### src/design/cpsd_pkg.sv
// cpsd_pkg: shared types and constants for the control pilot state debounce block
// no dependencies; imported by every module of the block

package cpsd_pkg;

    localparam int LEVEL_COUNT = 6;
    localparam int LEVEL_W     = 12;
    localparam int TOL_W       = 11;
    localparam int CLASS_W     = 3;
    localparam int GUN_W       = 2;
    localparam int CFG_IDX_W   = 3;
    localparam int CFG_DATA_W  = 12;

    typedef logic [CLASS_W-1:0] class_t;

    localparam class_t CLASS_A       = 3'd0;
    localparam class_t CLASS_B       = 3'd1;
    localparam class_t CLASS_C       = 3'd2;
    localparam class_t CLASS_D       = 3'd3;
    localparam class_t CLASS_E       = 3'd4;
    localparam class_t CLASS_F       = 3'd5;
    localparam class_t CLASS_UNKNOWN = 3'd6;

    localparam logic [CFG_IDX_W-1:0] REG_LEVEL_A   = 3'd0;
    localparam logic [CFG_IDX_W-1:0] REG_LEVEL_B   = 3'd1;
    localparam logic [CFG_IDX_W-1:0] REG_LEVEL_C   = 3'd2;
    localparam logic [CFG_IDX_W-1:0] REG_LEVEL_D   = 3'd3;
    localparam logic [CFG_IDX_W-1:0] REG_LEVEL_E   = 3'd4;
    localparam logic [CFG_IDX_W-1:0] REG_LEVEL_F   = 3'd5;
    localparam logic [CFG_IDX_W-1:0] REG_TOLERANCE = 3'd6;

    localparam logic signed [LEVEL_W-1:0] LEVEL_A_RST = 12'sd1200;
    localparam logic signed [LEVEL_W-1:0] LEVEL_B_RST = 12'sd900;
    localparam logic signed [LEVEL_W-1:0] LEVEL_C_RST = 12'sd600;
    localparam logic signed [LEVEL_W-1:0] LEVEL_D_RST = 12'sd300;
    localparam logic signed [LEVEL_W-1:0] LEVEL_E_RST = 12'sd0;
    localparam logic signed [LEVEL_W-1:0] LEVEL_F_RST = -12'sd1200;
    localparam logic [TOL_W-1:0]          TOL_RST     = 11'd100;

    typedef logic [LEVEL_COUNT-1:0][LEVEL_W-1:0] level_set_t;

    typedef struct packed {
        logic [GUN_W-1:0]          gun;
        logic signed [LEVEL_W-1:0] pilot_voltage;
    } in_beat_t;

    typedef struct packed {
        logic [GUN_W-1:0] gun_out;
        class_t           sample_class;
        class_t           confirmed_state;
        logic             changed;
    } out_beat_t;

    typedef struct packed {
        class_t state;
        logic   changed;
    } dbn_result_t;

endpackage

### src/design/cpsd_classify.sv
// cpsd_classify: six parallel window comparisons of a pilot sample against the state levels
// depends on cpsd_pkg

module cpsd_classify
    import cpsd_pkg::*;
(
    input  logic signed [LEVEL_W-1:0] pilot_voltage,
    input  level_set_t                levels,
    input  logic [TOL_W-1:0]          tolerance,
    output class_t                    sample_class
);

    logic [LEVEL_COUNT-1:0] hit;

    always_comb
    begin
        logic signed [LEVEL_W:0] diff;
        logic [LEVEL_W:0]        mag;
        for (int k = 0; k < LEVEL_COUNT; k++)
        begin
            diff = (LEVEL_W+1)'(pilot_voltage) - (LEVEL_W+1)'(signed'(levels[k]));
            mag  = diff[LEVEL_W] ? (LEVEL_W+1)'(-diff) : (LEVEL_W+1)'(diff);
            hit[k] = (mag <= (LEVEL_W+1)'(tolerance));
        end
    end

    // earliest state in a..f order wins
    always_comb
    begin
        sample_class = CLASS_UNKNOWN;
        for (int k = LEVEL_COUNT-1; k >= 0; k--)
        begin
            if (hit[k])
            begin
                sample_class = CLASS_W'(k);
            end
        end
    end

endmodule

### src/design/cpsd_debounce.sv
// cpsd_debounce: per-gun confirmed state, candidate and repeat counter
// depends on cpsd_pkg

module cpsd_debounce
    import cpsd_pkg::*;
#(
    parameter int NUM_GUNS      = 4,
    parameter int CONFIRM_COUNT = 3
)
(
    input  logic             clk,
    input  logic             rst_n,
    input  logic             upd,
    input  logic [GUN_W-1:0] gun,
    input  class_t           cls,
    output dbn_result_t      res
);

    localparam int GUN_LIMIT = 1 << GUN_W;
    localparam int GUN_DEPTH = (NUM_GUNS < GUN_LIMIT) ? NUM_GUNS : GUN_LIMIT;
    localparam int GIDX_W    = (GUN_DEPTH > 1) ? $clog2(GUN_DEPTH) : 1;
    localparam int CNT_W     = (CONFIRM_COUNT > 1) ? $clog2(CONFIRM_COUNT) : 1;
    localparam logic [CNT_W-1:0] CNT_LAST = CNT_W'(CONFIRM_COUNT - 1);

    class_t           confirmed_reg [GUN_DEPTH];
    class_t           confirmed_next[GUN_DEPTH];
    class_t           candidate_reg [GUN_DEPTH];
    class_t           candidate_next[GUN_DEPTH];
    logic [CNT_W-1:0] count_reg     [GUN_DEPTH];
    logic [CNT_W-1:0] count_next    [GUN_DEPTH];

    logic              in_range;
    logic [GIDX_W-1:0] idx;
    logic              same_conf;
    logic              same_cand;
    logic              confirm;

    assign in_range  = (32'(gun) < NUM_GUNS);
    assign idx       = gun[GIDX_W-1:0];
    assign same_conf = in_range && (confirmed_reg[idx] == cls);
    assign same_cand = in_range && (candidate_reg[idx] == cls);
    assign confirm   = in_range && !same_conf && same_cand && (count_reg[idx] == CNT_LAST);

    always_comb
    begin
        res.state   = CLASS_UNKNOWN;
        res.changed = 1'b0;
        if (in_range)
        begin
            res.state   = confirm ? cls : confirmed_reg[idx];
            res.changed = confirm;
        end
    end

    always_comb
    begin
        for (int g = 0; g < GUN_DEPTH; g++)
        begin
            confirmed_next[g] = confirmed_reg[g];
            candidate_next[g] = candidate_reg[g];
            count_next[g]     = count_reg[g];
            if (upd && in_range && (GIDX_W'(g) == idx) && !same_conf)
            begin
                if (same_cand)
                begin
                    if (confirm)
                    begin
                        confirmed_next[g] = candidate_reg[g];
                        count_next[g]     = '0;
                    end
                    else
                    begin
                        count_next[g] = count_reg[g] + CNT_W'(1);
                    end
                end
                else
                begin
                    candidate_next[g] = cls;
                    count_next[g]     = '0;
                end
            end
        end
    end

    always_ff @(posedge clk or negedge rst_n)
    begin
        if (!rst_n)
        begin
            for (int g = 0; g < GUN_DEPTH; g++)
            begin
                confirmed_reg[g] <= CLASS_UNKNOWN;
                candidate_reg[g] <= CLASS_UNKNOWN;
                count_reg[g]     <= '0;
            end
        end
        else
        begin
            for (int g = 0; g < GUN_DEPTH; g++)
            begin
                confirmed_reg[g] <= confirmed_next[g];
                candidate_reg[g] <= candidate_next[g];
                count_reg[g]     <= count_next[g];
            end
        end
    end

    a_count_bound: assert property (@(posedge clk) disable iff (!rst_n)
        in_range |-> (32'(count_reg[idx]) < CONFIRM_COUNT))
        else $error("repeat counter reached confirm count");

    a_change_src: assert property (@(posedge clk) disable iff (!rst_n)
        res.changed |-> (candidate_reg[idx] == cls) && (confirmed_reg[idx] != cls))
        else $error("state change without a matching candidate");

    a_change_lands: assert property (@(posedge clk) disable iff (!rst_n)
        (upd && res.changed) |=> (confirmed_reg[$past(idx)] == $past(cls)))
        else $error("confirmed state not updated after change");

endmodule

### src/design/control_pilot_state_debounce_top.sv
// control_pilot_state_debounce_top: input register, config registers, result register
// depends on cpsd_pkg, cpsd_classify, cpsd_debounce

// One result beat per input beat, one beat per cycle sustained while out_ready is held
// high. A sample sits in the input register, is classified and applied to its gun's
// debounce state in the same cycle, and lands in the result register, from which the
// result beat is taken. The per-gun update path (state read, compare, write back)
// sets the rate; back-to-back samples for the same gun see each other's updates with
// no stall. Level and tolerance registers are written through the cfg port; the user
// must write them only while idle, as the block itself does not enforce it.

module control_pilot_state_debounce_top
    import cpsd_pkg::*;
#(
    parameter int NUM_GUNS      = 4,
    parameter int CONFIRM_COUNT = 3
)
(
    input  logic                  clk,
    input  logic                  rst_n,
    input  logic                  in_valid,
    output logic                  in_ready,
    input  in_beat_t              in_data,
    output logic                  out_valid,
    input  logic                  out_ready,
    output out_beat_t             out_data,
    input  logic                  cfg_wen,
    input  logic [CFG_IDX_W-1:0]  cfg_index,
    input  logic [CFG_DATA_W-1:0] cfg_data
);

    level_set_t       level_reg;
    level_set_t       level_next;
    logic [TOL_W-1:0] tol_reg;
    logic [TOL_W-1:0] tol_next;

    in_beat_t  item_reg;
    logic      item_valid_reg;
    logic      item_valid_next;
    out_beat_t out_reg;
    out_beat_t out_next;
    logic      out_valid_reg;
    logic      out_valid_next;

    logic        advance;
    logic        in_fire;
    class_t      cls;
    dbn_result_t dbn;

    assign advance   = item_valid_reg && (!out_valid_reg || out_ready);
    assign in_ready  = !item_valid_reg || advance;
    assign in_fire   = in_valid && in_ready;
    assign out_valid = out_valid_reg;
    assign out_data  = out_reg;

    // config writes
    always_comb
    begin
        level_next = level_reg;
        tol_next   = tol_reg;
        if (cfg_wen)
        begin
            unique case (cfg_index)
                REG_LEVEL_A:   level_next[0] = cfg_data;
                REG_LEVEL_B:   level_next[1] = cfg_data;
                REG_LEVEL_C:   level_next[2] = cfg_data;
                REG_LEVEL_D:   level_next[3] = cfg_data;
                REG_LEVEL_E:   level_next[4] = cfg_data;
                REG_LEVEL_F:   level_next[5] = cfg_data;
                REG_TOLERANCE: tol_next      = cfg_data[TOL_W-1:0];
                default:       ;
            endcase
        end
    end

    always_ff @(posedge clk or negedge rst_n)
    begin
        if (!rst_n)
        begin
            level_reg[0] <= LEVEL_A_RST;
            level_reg[1] <= LEVEL_B_RST;
            level_reg[2] <= LEVEL_C_RST;
            level_reg[3] <= LEVEL_D_RST;
            level_reg[4] <= LEVEL_E_RST;
            level_reg[5] <= LEVEL_F_RST;
            tol_reg      <= TOL_RST;
        end
        else
        begin
            level_reg <= level_next;
            tol_reg   <= tol_next;
        end
    end

    cpsd_classify u_classify (
        .pilot_voltage (item_reg.pilot_voltage),
        .levels        (level_reg),
        .tolerance     (tol_reg),
        .sample_class  (cls)
    );

    cpsd_debounce #(
        .NUM_GUNS      (NUM_GUNS),
        .CONFIRM_COUNT (CONFIRM_COUNT)
    ) u_debounce (
        .clk   (clk),
        .rst_n (rst_n),
        .upd   (advance),
        .gun   (item_reg.gun),
        .cls   (cls),
        .res   (dbn)
    );

    always_comb
    begin
        item_valid_next = in_fire || (item_valid_reg && !advance);
        out_valid_next  = advance || (out_valid_reg && !out_ready);
        out_next        = out_reg;
        if (advance)
        begin
            out_next.gun_out         = item_reg.gun;
            out_next.sample_class    = cls;
            out_next.confirmed_state = dbn.state;
            out_next.changed         = dbn.changed;
        end
    end

    always_ff @(posedge clk or negedge rst_n)
    begin
        if (!rst_n)
        begin
            item_valid_reg <= 1'b0;
            out_valid_reg  <= 1'b0;
        end
        else
        begin
            item_valid_reg <= item_valid_next;
            out_valid_reg  <= out_valid_next;
        end
    end

    always_ff @(posedge clk)
    begin
        if (in_fire)
        begin
            item_reg <= in_data;
        end
        out_reg <= out_next;
    end

    a_item_held: assert property (@(posedge clk) disable iff (!rst_n)
        (item_valid_reg && !advance) |=> (item_valid_reg && $stable(item_reg)))
        else $error("pending input beat lost");

    a_result_follows: assert property (@(posedge clk) disable iff (!rst_n)
        advance |=> out_valid_reg)
        else $error("result beat missing after advance");

    a_change_class: assert property (@(posedge clk) disable iff (!rst_n)
        (out_valid_reg && out_reg.changed) |-> (out_reg.sample_class == out_reg.confirmed_state))
        else $error("changed beat with mismatched state");

endmodule

### config.mk
export PLATFORM = sky130hd
export DESIGN_NAME = control_pilot_state_debounce_top
export DESIGN_NICKNAME = d
export VERILOG_FILES = /design/src/design/cpsd_pkg.sv /design/src/design/cpsd_classify.sv /design/src/design/cpsd_debounce.sv /design/src/design/control_pilot_state_debounce_top.sv
export SDC_FILE = /design/constraint.sdc
export NUM_CORES = 1
export LEC_CHECK = 0
export BUFFER_PORTS_ARGS = -buffer_cell sky130_fd_sc_hd__buf_2
export CAP_MARGIN = 20
export CORE_ASPECT_RATIO = 0.6
export CORE_MARGIN = 8
export CORE_UTILIZATION = 45
export DETAILED_ROUTE_END_ITERATION = 8
export PLACE_DENSITY_LB_ADDON = 0.3
export RECOVER_POWER = 50
export SLEW_MARGIN = 20
export SYNTH_ARGS = -nofsm -noshare
export SYNTH_HDL_FRONTEND = slang
export SYNTH_SLANG_ARGS = --single-unit
### constraint.sdc
create_clock -name clk -period 5.4 [get_ports clk]
set_input_delay 0.27 -clock clk [delete_from_list [all_inputs] [get_ports clk]]
set_output_delay 0.27 -clock clk [all_outputs]
set_load 0.005 [all_outputs]
# Yosys cells after proc, flatten, opt, wreduce, memory -nomap -nowiden
# Cells that the tools add are included.
# totals
reg_bits,140
input_bits,34
output_inout_bits,11
elab_cells,134
# classes
addsub,16
n_lt_le_gt_ge,7
n_eq_ne,12
muxes,30
bitwise_logic,2
reduce_logical,40
# ops
op,count
13-bit by 11-bit <= comparator with 1-bit output,6
13-bit 2-to-1 mux,6
13-bit negator,6
12-bit by 12-bit subtractor with 13-bit output,6
3-bit 2-to-1 mux,9
2-bit 2-to-1 mux,12
2-bit AND reduction,11
1-bit logical AND,14
3-bit binary-select mux with 2-bit select,2
3-bit AND reduction,4
"3-bit == test, second input constant",3
"2-bit by 1-bit adder with 2-bit output, second input constant",4
"3-bit by 2-bit == test with 1-bit output, second input constant",2
3-bit == test,2
1-bit logical NOT,5
2-bit binary-select mux with 2-bit select,1
"2-bit == test, first input constant",2
1-bit logical OR,4
"3-bit by 1-bit == test with 1-bit output, second input constant",1
"3-bit >= comparator, second input constant",1
3-bit logical NOT,1
2-bit NOT with 3-bit output,1
"1-bit by 2-bit == test with 1-bit output, first input constant",1
"2-bit == test, second input constant",1
other kinds (2),2

# Depth between registers and ports, before layout
# Gate-level depths: netlist of the first run.
# logic_depth
depth_word,16
depth_mapped,28
mapped_depth_nobuf,26

# By module
# From an unflattened synthesis of the first run, not the netlist that was laid out.
# unflattened
cells_unflattened,1315
hier_area_um2,12872.3
# modules_own_cells
module,instances,cells_per_inst,area_per_inst_um2,seq_area_each_um2
cpsd_classify,1,976,6976.7,0.0
control_pilot_state_debounce_top,1,211,4101.4,2847.7
cpsd_debounce,1,128,1794.2,820.8

# Worst setup path after synthesis of the first run
# OpenSTA, ideal clock, no wires.
# synth_timing
kind,register to register
start,reg item_reg[1] (netlist name)
end,reg u_debounce.confirmed_reg[0] (netlist name)
setup_ns,0.125
arrival_time_ns,5.735
required_ns,5.275
setup_slack_ns,-0.460
path_stages_with_launch,25
n_path_buf,1
synth_period_minus_slack_ns,5.860
cell_sequence,edfxtp_1 inv_1 fa_1 nand2b_1 a21oi_1 o21ai_0 a211o_1 xor2_1 nand2_1 o21ai_0 xnor2_1 ha_1 and3_1 a221o_1 a21oi_1 o31ai_1 a22oi_1 o311ai_0 nand2b_1 a221oi_4 xor2_1 a21oi_1 clkbuf_1 or4b_4 mux2_4
# synth_via
elab_chain_cells,15
word_cells_on_any_way,37
classes_between,add/sub: 12; order compare: 6; eq/ne: 2; mux: 12; reduce/logical: 5
# synth_rtl
item,line_no,rtl
"start, declared",control_pilot_state_debounce_top.sv:37,in_beat_t item_reg;
"start signal, assigned",control_pilot_state_debounce_top.sv:146,item_reg <= in_data;
12-bit by 12-bit subtractor with 13-bit output,cpsd_classify.sv:21,diff = (LEVEL_W+1)'(pilot_voltage) - (LEVEL_W+1)'(signed'(levels[k]));
13-bit negator,cpsd_classify.sv:22,mag = diff[LEVEL_W] ? (LEVEL_W+1)'(-diff) : (LEVEL_W+1)'(diff);
13-bit 2-to-1 mux,cpsd_classify.sv:22,
13-bit by 11-bit <= comparator with 1-bit output,cpsd_classify.sv:23,hit[k] = (mag <= (LEVEL_W+1)'(tolerance));
2-bit 2-to-1 mux (2 in series),cpsd_classify.sv:33,if (hit[k])
3-bit 2-to-1 mux (3 in series),cpsd_classify.sv:33,
3-bit 2-to-1 mux *,cpsd_classify.sv:33,
via cls[0],control_pilot_state_debounce_top.sv:47,class_t cls;
3-bit == test,cpsd_debounce.sv:40,assign same_conf = in_range && (confirmed_reg[idx] == cls);
1-bit logical NOT,"cpsd_debounce.sv:42, cpsd_debounce.sv:62",
1-bit logical AND (2 in series),cpsd_debounce.sv:42,assign confirm = in_range && !same_conf && same_cand && (count_reg[idx] == CNT_LAST);
3-bit AND reduction (no line) *,-,
"end signal, assigned by index",cpsd_debounce.sv:100,confirmed_reg[g] <= confirmed_next[g];
"end, declared",cpsd_debounce.sv:25,class_t confirmed_reg [GUN_DEPTH];
# The timed path passes the listed nets; every way through them passes the cells marked *.
# A chain may end at the register's enable or synchronous reset.

# Worst setup path in the final report of the first run
# layout_timing
start,reg item_reg[0] (netlist name)
end,reg u_debounce.confirmed_reg[0] (netlist name)
# Same word-level chain as after synthesis.

==> summary.txt, run 1 <==
Yosys
  • Share of flip-flops with an asynchronous set or reset: 0.836
  • Unique masters post-synth: between 80 and 90
  • Yosys warns: 0
  • Post-synth EDFFs: 23
  • Yosys reg bits: 140
  • Synthesized netlist cell count: 1,353
  • Dominant synthesized flop cell: dfrtp_1
  • Synth Net Count: 1,537
  • Avg Inst Size Synth: 9.17 um^2
  • Top cells by area in the synthesized netlist: dfrtp_1 (16%), ha_1 (15%), dfstp_2 (8.5%)
  • Mapped Area: 0.0124 mm^2
  • Sequential share of the synthesized area: 0.296
  • Yosys top cell by area: dfrtp_1
  • Synth top area share: 0.155

Critical path
  • Worst Path Max Fanout: 8
  • R2R cell count: 26
  • R2r endpoint: u_debounce.confirmed_reg[0]$_DFFE_PN0P_
  • R2R Setup Slk: -460 ps
  • Worst Setup Start Kind: flop
  • Kind of critical path: reg2reg
  • Critical path's top delay family: compound AO/OA/AOI/OAI gates
  • Worst path slowest cell: or4b_4
  • Req. time, crit path: 5710 ps
  • Setup crit end kind: flop
  • Crit-path max cell delay: just over 500 ps
  • Worst Path Buf+Inv: 3
  • R2R Path Start: item_reg[0]$_DFFE_PP_
  • WP depth: 26
  • Data arrival, critical path: 6170 ps

Finish
  • Final #Nets: 1,848
  • Largest register FFs: 72
  • Util after Layout: 0.599
  • Fraction of layout cells with a size suffix above 1: 0.352
  • Ant. Diodes: 0
  • Synth-to-Final Area Change: 32.0%

Power and ir drop
  • P per Cell Area: ~560 mW/mm^2
  • Static Leak: 7.32 nW
  • Worst vdd ir: around 0.00036 V

Worst hold path
  • Hold path cells: 1
  • Worst min-delay path category: in2reg
  • Hold Path Origin: in_data[2]
  • Worst Hold End: item_reg[2]$_DFFE_PP_

Global route
  • Met2 GRT Util: 0.351
  • Busiest grt layer: met1
  • M1 GR Usage: 0.360
  • Grt total ovfl: 0
  • GRT Total Usage: 0.240
  • First-pass GRT wire length: around 63,000 um
  • Initial antenna violation count: 2
  • Number of global-route vias before repair: 11,238
  • Pin count of the biggest net entering global routing: around 80
  • Met3 Usage GRT: 0.0455

Timing
  • Max-slew headroom: -2.11
  • Setup TNS: -12,200 ps
  • Pins Over Slew Limit: 82
  • Period utilization: 1.08
  • Final setup margin: -456 ps
  • RSZ-0062 raised after global routing: true
  • Finish-stage setup viols: 36
  • Hold Fails Final Rpt: 0
  • Post-route minimum period: 5860 ps
  • Clk_skew: 12.4 ps
  • Fmax: 171 MHz
  • Slew @ Worst Pin: ~4700 ps

Route
  • DR pass1 iterations: 5
  • Routed WL per cell: 19.7 um
  • WL final: about 40,000 um
  • Routed via count: 11,656
  • DRC violations left: 0
  • Iter 0 DRT Violations: 907
  • Via/cell ratio: 5.70
  • Final antenna-violating net count: 0

Clock network
  • CTS Buffer Depth: 2
  • Htree depth: 4
  • CTS Root Buffer Type: clkbuf_16
  • Clk slew on worst S/H paths: around 70 ps
  • Num Clock Sinks: 140
  • Cts bufs inserted: 17
  • CTS tree: built
  • Later-pin clock latency in the skew report: between 400 and 500 ps

Floorplan
  • DIE AREA: between 0.03 and 0.04 mm^2
  • Die Wd: ~230 um
  • Die Y: 145 um
  • Num rows: 47
  • I/O pin total: 45
  • Starting density of the core: 0.454
  • Placeable core area: 0.0273 mm^2

Placement
  • Dpl ws: -594 ps
  • HPWL Detailed: between 30,000 and 40,000 um
  • PortBufs: 44
  • Routability cong.: 0.949

Run
  • Max Cap Violations: 1

Status
  • Failing checks: max-capacitance violations, max-slew violations, negative setup slack
  • Status: finished, violations left
## per-layer routing
layer  share of wire  up-vias
met5               0        -
met4           0.017        0
met3           0.091       58
met2            0.41      471
met1            0.48     5558
li1                -     5569
## cell usage after synthesis, types with 6 or more instances
cell type	n
nor3_1	27
fa_1	6
a2111oi_0	7
nand2_1	110
mux2_4	8
o31ai_1	16
o211ai_1	11
nand4b_1	6
inv_1	113
ha_1	144
a211o_1	6
dfrtp_1	77
o21a_1	21
dfstp_2	40
edfxtp_1	23
or3_1	8
a21oi_1	61
o21ai_0	110
nand3_1	23
or2_2	6
nand2b_1	21
nor2b_1	18
and3_1	7
nand4_1	12
a21o_1	26
nand3b_1	8
a31oi_1	15
nor2_1	75
or4_1	7
clkbuf_1	24
o21bai_1	8
mux4_2	6
and2_1	7
xor2_1	28
mux2_2	59
nor3b_1	9
xnor2_1	74
nor4_1	6
a211oi_1	13
## cell usage in the layout (no fill, tap or decap), types with 9 or more instances in the layout
master,netlist,layout
edfxtp_1,23,23
o21a_1,21,21
dfrtp_1,77,77
a31oi_1,15,10
buf_4,0,264
nand2b_1,21,18
nor3_1,27,23
a21o_1,26,26
buf_2,4,36
mux2_4,8,21
mux2_2,59,50
nand2_1,110,107
nand3_1,23,22
nor2_1,75,72
clkbuf_16,0,17
a21oi_1,61,50
clkbuf_1,24,12
a21oi_2,0,10
nand4_1,12,12
xnor2_1,74,70
inv_1,113,109
ha_1,144,137
dfstp_2,40,40
o211ai_1,11,11
o21ai_1,1,10
o21ai_0,110,93
nor2b_1,18,17
o31ai_2,1,9
xor2_1,28,25
## area by class of cell
| type | count | area, um^2 |
|---|---|---|
| timing repair buffer | 324 | 2370 |
| multi-input combinational | 1068 | 8860 |
| inverter | 113 | 427 |
| sequential | 140 | 3670 |
| clock inverter | 15 | 173 |
| fill | 2338 | 11000 |
| tap | 367 | 459 |
| clock buffer | 17 | 425 |
## cells by family after synthesis
kind of cell / count (synthesis) / share of synthesized area
simple gates: 374 / 0.157
compound gates: 362 / 0.195
fa+ha+maj: 150 / 0.155
buf+inv: 145 / 0.0449
flops: 140 / 0.296
xor+xnor: 102 / 0.0720
mux: 80 / 0.0802
## worst max path at each step
stage,start,end
after floorplan,item_reg[1]$_DFFE_PP_,u_debounce.confirmed_reg[0]$_DFFE_PN0P_
after global placement,item_reg[4]$_DFFE_PP_,u_debounce.confirmed_reg[6]$_DFFE_PN0P_
after detailed placement,level_reg[69]$_DFFE_PN1P_,u_debounce.candidate_reg[0]$_DFFE_PN0P_
after CTS,item_reg[0]$_DFFE_PP_,u_debounce.confirmed_reg[9]$_DFFE_PN0P_
after global routing,item_reg[0]$_DFFE_PP_,u_debounce.confirmed_reg[0]$_DFFE_PN0P_
final,item_reg[0]$_DFFE_PP_,u_debounce.confirmed_reg[0]$_DFFE_PN0P_
## power by group
| part | switching [mW] | internal [mW] | total, mW |
|---|---|---|---|
| logic | 3.25 | 3.11 | 6.36 |
| registers | 0.167 | 1.41 | 1.58 |
| clock network | 0.489 | 0.726 | 1.21 |
## through the flow
| step | instance area, um^2 | instances | power, mW | hold slack [ps] |
|---|---|---|---|---|
| after CTS | 16000 | 2029 | 8.61 | 0.600 |
| after detailed placement | 14900 | 1970 | 6.96 | 448 |
| after global routing | 16400 | 2044 | 9.78 | 0.865 |
| after global placement | 14900 | 1970 | 6.82 | 447 |
| after floorplan | 12600 | 1353 | 5.00 | -25.6 |
| final | 16400 | 2044 | 9.15 | 11.0 |
## timing repair
action / 4_1_cts / 5_1_grt
buffers inserted: 27 / 15
cloned: 0 / 0
endpoints found under the hold margin: 1 / 47
endpoints found under the setup margin: 36 / 36
pin swaps: 45 / 32
hold buffers: 1 / 1
gates resized for setup: 69 / 60
No activity file was read; power rests on OpenSTA's default activity.
==> run 2, diff against run 1 <==
--- a/config.mk
+++ b/config.mk
@@ -11,7 +11,7 @@
 export CORE_MARGIN = 8
 export CORE_UTILIZATION = 45
 export DETAILED_ROUTE_END_ITERATION = 8
-export PLACE_DENSITY_LB_ADDON = 0.3
+export PLACE_DENSITY = 0.61
 export RECOVER_POWER = 50
 export SLEW_MARGIN = 20
 export SYNTH_ARGS = -nofsm -noshare
==> run 2 against run 1 <==
Net effect:
- the run still ends with max-capacitance violations, max-slew violations, negative setup slack left
- cell area grew 0.56%
- critical path depth grew 4
- first-iteration DRC count grew 25%
- total power grew 0.59%
- clock-buffer cell count grew 3
- sequential cell count is the same
- maximum frequency grew 1.1%
- clock skew shrank 4.1 ps
- core utilization grew 0.33 points
- combinational power grew 0.8%
- sequential share of layout area shrank 0.12 points
- clock power is essentially flat
- largest power group unchanged
- highest routed layer unchanged
==> summary.txt, run 2 (synthesis gave the netlist of run 1 again) <==
Timing
  • Pins Over Slew Limit: 72
  • RSZ-0062 raised after global routing: true
  • Setup TNS: -10,590 ps
  • Finish-stage setup viols: 36
  • Slew @ Worst Pin: around 4200 ps
  • Hold Fails Final Rpt: 0
  • Final setup margin: -393 ps
  • Post-route minimum period: between 5000 and 6000 ps
  • Hold WS: 14.0 ps
  • Period utilization: 1.07
  • Max-slew headroom: -1.80
  • Fmax: 173 MHz
  • Clk_skew: between 8 and 9 ps

Global route
  • GRT Total Usage: 0.249
  • Number of global-route vias before repair: 11,238
  • First-pass GRT wire length: ~64,000 um
  • Initial antenna violation count: 0
  • Busiest grt layer: met1
  • Pin count of the biggest net entering global routing: 72
  • Met2 GRT Util: 0.346
  • Met3 Usage GRT: 0.0592
  • Grt total ovfl: 0
  • M1 GR Usage: 0.375

Route
  • DR pass1 iterations: 5
  • Final antenna-violating net count: 0
  • Via/cell ratio: roughly 5.7
  • Iter 0 DRT Violations: 1,136
  • DRC violations left: 0
  • Routed via count: 11,705
  • Routed WL per cell: 20.3 um
  • WL final: 41,500 um

Placement
  • Routability cong.: a little under 1
  • Post-DP Area: around 0.015 mm^2
  • HPWL Detailed: roughly 31,000 um
  • Dpl ws: -572 ps
  • PortBufs: 44
  • Placed cell count: 1,972

Finish
  • Fraction of layout cells with a size suffix above 1: 0.348
  • Finished Cell Area: 0.0165 mm^2
  • Commonest non-fill, non-tap cell in the layout: buf_4
  • Util after Layout: 0.602
  • Final Non-Filler Cells: 2,049
  • Most frequent cells in the layout: buf_4 (259), ha_1 (140), inv_1 (108), nand2_1 (108), o21ai_0 (95)
  • Largest register FFs: 72
  • Ant. Diodes: 0
  • Synth-to-Final Area Change: 32.8%
  • Final #Nets: 1,853
  • Fill cell count: 2,342

Critical path
  • Crit-path max cell delay: about 420 ps
  • Worst Path Max Fanout: 6
  • Setup crit end kind: flop
  • Data arrival, critical path: 6110 ps
  • Kind of critical path: reg2reg
  • Worst path slowest cell: edfxtp_1
  • Req. time, crit path: between 5000 and 6000 ps
  • Worst Setup Start Kind: flop

Power and ir drop
  • P per Cell Area: 559 mW/mm^2
  • Static Leak: around 7.3 nW
  • Sw frac: 0.430
  • Pint: between 5 and 6 mW
  • Sequential Power Share: 0.172
  • Switching power: 3.96 mW
  • Clock share of power: 0.131
  • Worst vdd ir: 0.000416 V
  • Combinational Power Share: 0.696
  • Total power draw: 9.20 mW

Status
  • Status: finished, violations left
  • Failing checks: max-capacitance violations, max-slew violations, negative setup slack

Clock network
  • Cts bufs inserted: 17
  • CTS tree: built
  • CTS Buffer Depth: 2
  • Later-pin clock latency in the skew report: about 440 ps
  • CTS Root Buffer Type: clkbuf_16
  • Htree depth: 4
  • Num Clock Sinks: 140
  • Clk slew on worst S/H paths: 60 ps

Floorplan
  • I/O pin total: 45
  • Die Wd: approximately 230 um
  • Starting density of the core: 0.454
  • Placeable core area: 0.0273 mm^2
  • DIE AREA: 0.0333 mm^2
  • Die Y: 145 um
  • Num rows: 47

Worst hold path
  • Worst min-delay path category: in2reg

Run
  • Max Cap Violations: 1
-- run 2: power by group through the flow --
stage | logic [mW] | clock network (mW) | registers, mW
final | 6.41 | 1.21 | 1.59
after global routing | 6.95 | 1.27 | 1.61
after CTS | 5.85 | 1.22 | 1.58
after detailed placement | 5.42 | 0 | 1.59
after global placement | 5.27 | 0 | 1.58
after floorplan | 3.48 | 0 | 1.53
-- run 2: layout make-up --
| type | instances | area, um^2 | share of cell area |
|---|---|---|---|
| Sequential cell | 140 | 3670 | 0.223 |
| Clock buffer | 20 | 458 | 0.0278 |
| Tap cell | 367 | 459 | 0.0279 |
| Multi-Input combinational cell | 1068 | 8900 | 0.540 |
| Timing Repair Buffer | 329 | 2420 | 0.147 |
| Inverter | 113 | 427 | 0.0259 |
| Clock inverter | 12 | 138 | 0.00836 |
-- run 2: per-layer routing --
metal	wire length, um	vias to the layer above
met5	0	-
met4	756	0
met3	3460	46
met2	16500	427
met1	20700	5639
li1	-	5593
-- run 2: critical path, delay by kind of cell, from the launching register on --
kind	cells	cell delay (ps)
mux	1	340
xor+xnor	2	310
simple gates	2	280
flops	1	420
fa+ha+maj	3	780
compound gates	15	2550
buf+inv	7	990
-- run 2: path summary, 6_finish.rpt --
check	startpoint	end	slack, ps	cells after the start
max	item_reg[0]$_DFFE_PP_	u_debounce.candidate_reg[6]$_DFFE_PN0P_	-390	30
min	in_data[10]	item_reg[10]$_DFFE_PP_	10	1
max reg2reg	item_reg[0]$_DFFE_PP_	u_debounce.candidate_reg[6]$_DFFE_PN0P_	-390	30
min reg2reg	u_debounce.count_reg[2]$_DFFE_PN0N_	u_debounce.count_reg[2]$_DFFE_PN0N_	490	1
max in group asynchronous	rst_n	level_reg[67]$_DFFE_PN0P_	1720	1
min in group asynchronous	rst_n	level_reg[22]$_DFFE_PN0P_	1300	1
-- run 2: what timing repair did --
action / in CTS / in global routing
hold buffers: 7 / 2
hold endpoints to repair: 7 / 2
endpoints found under the setup margin: 37 / 37
setup buffers: 28 / 10
gates resized for setup: 76 / 59
pin swaps: 56 / 19
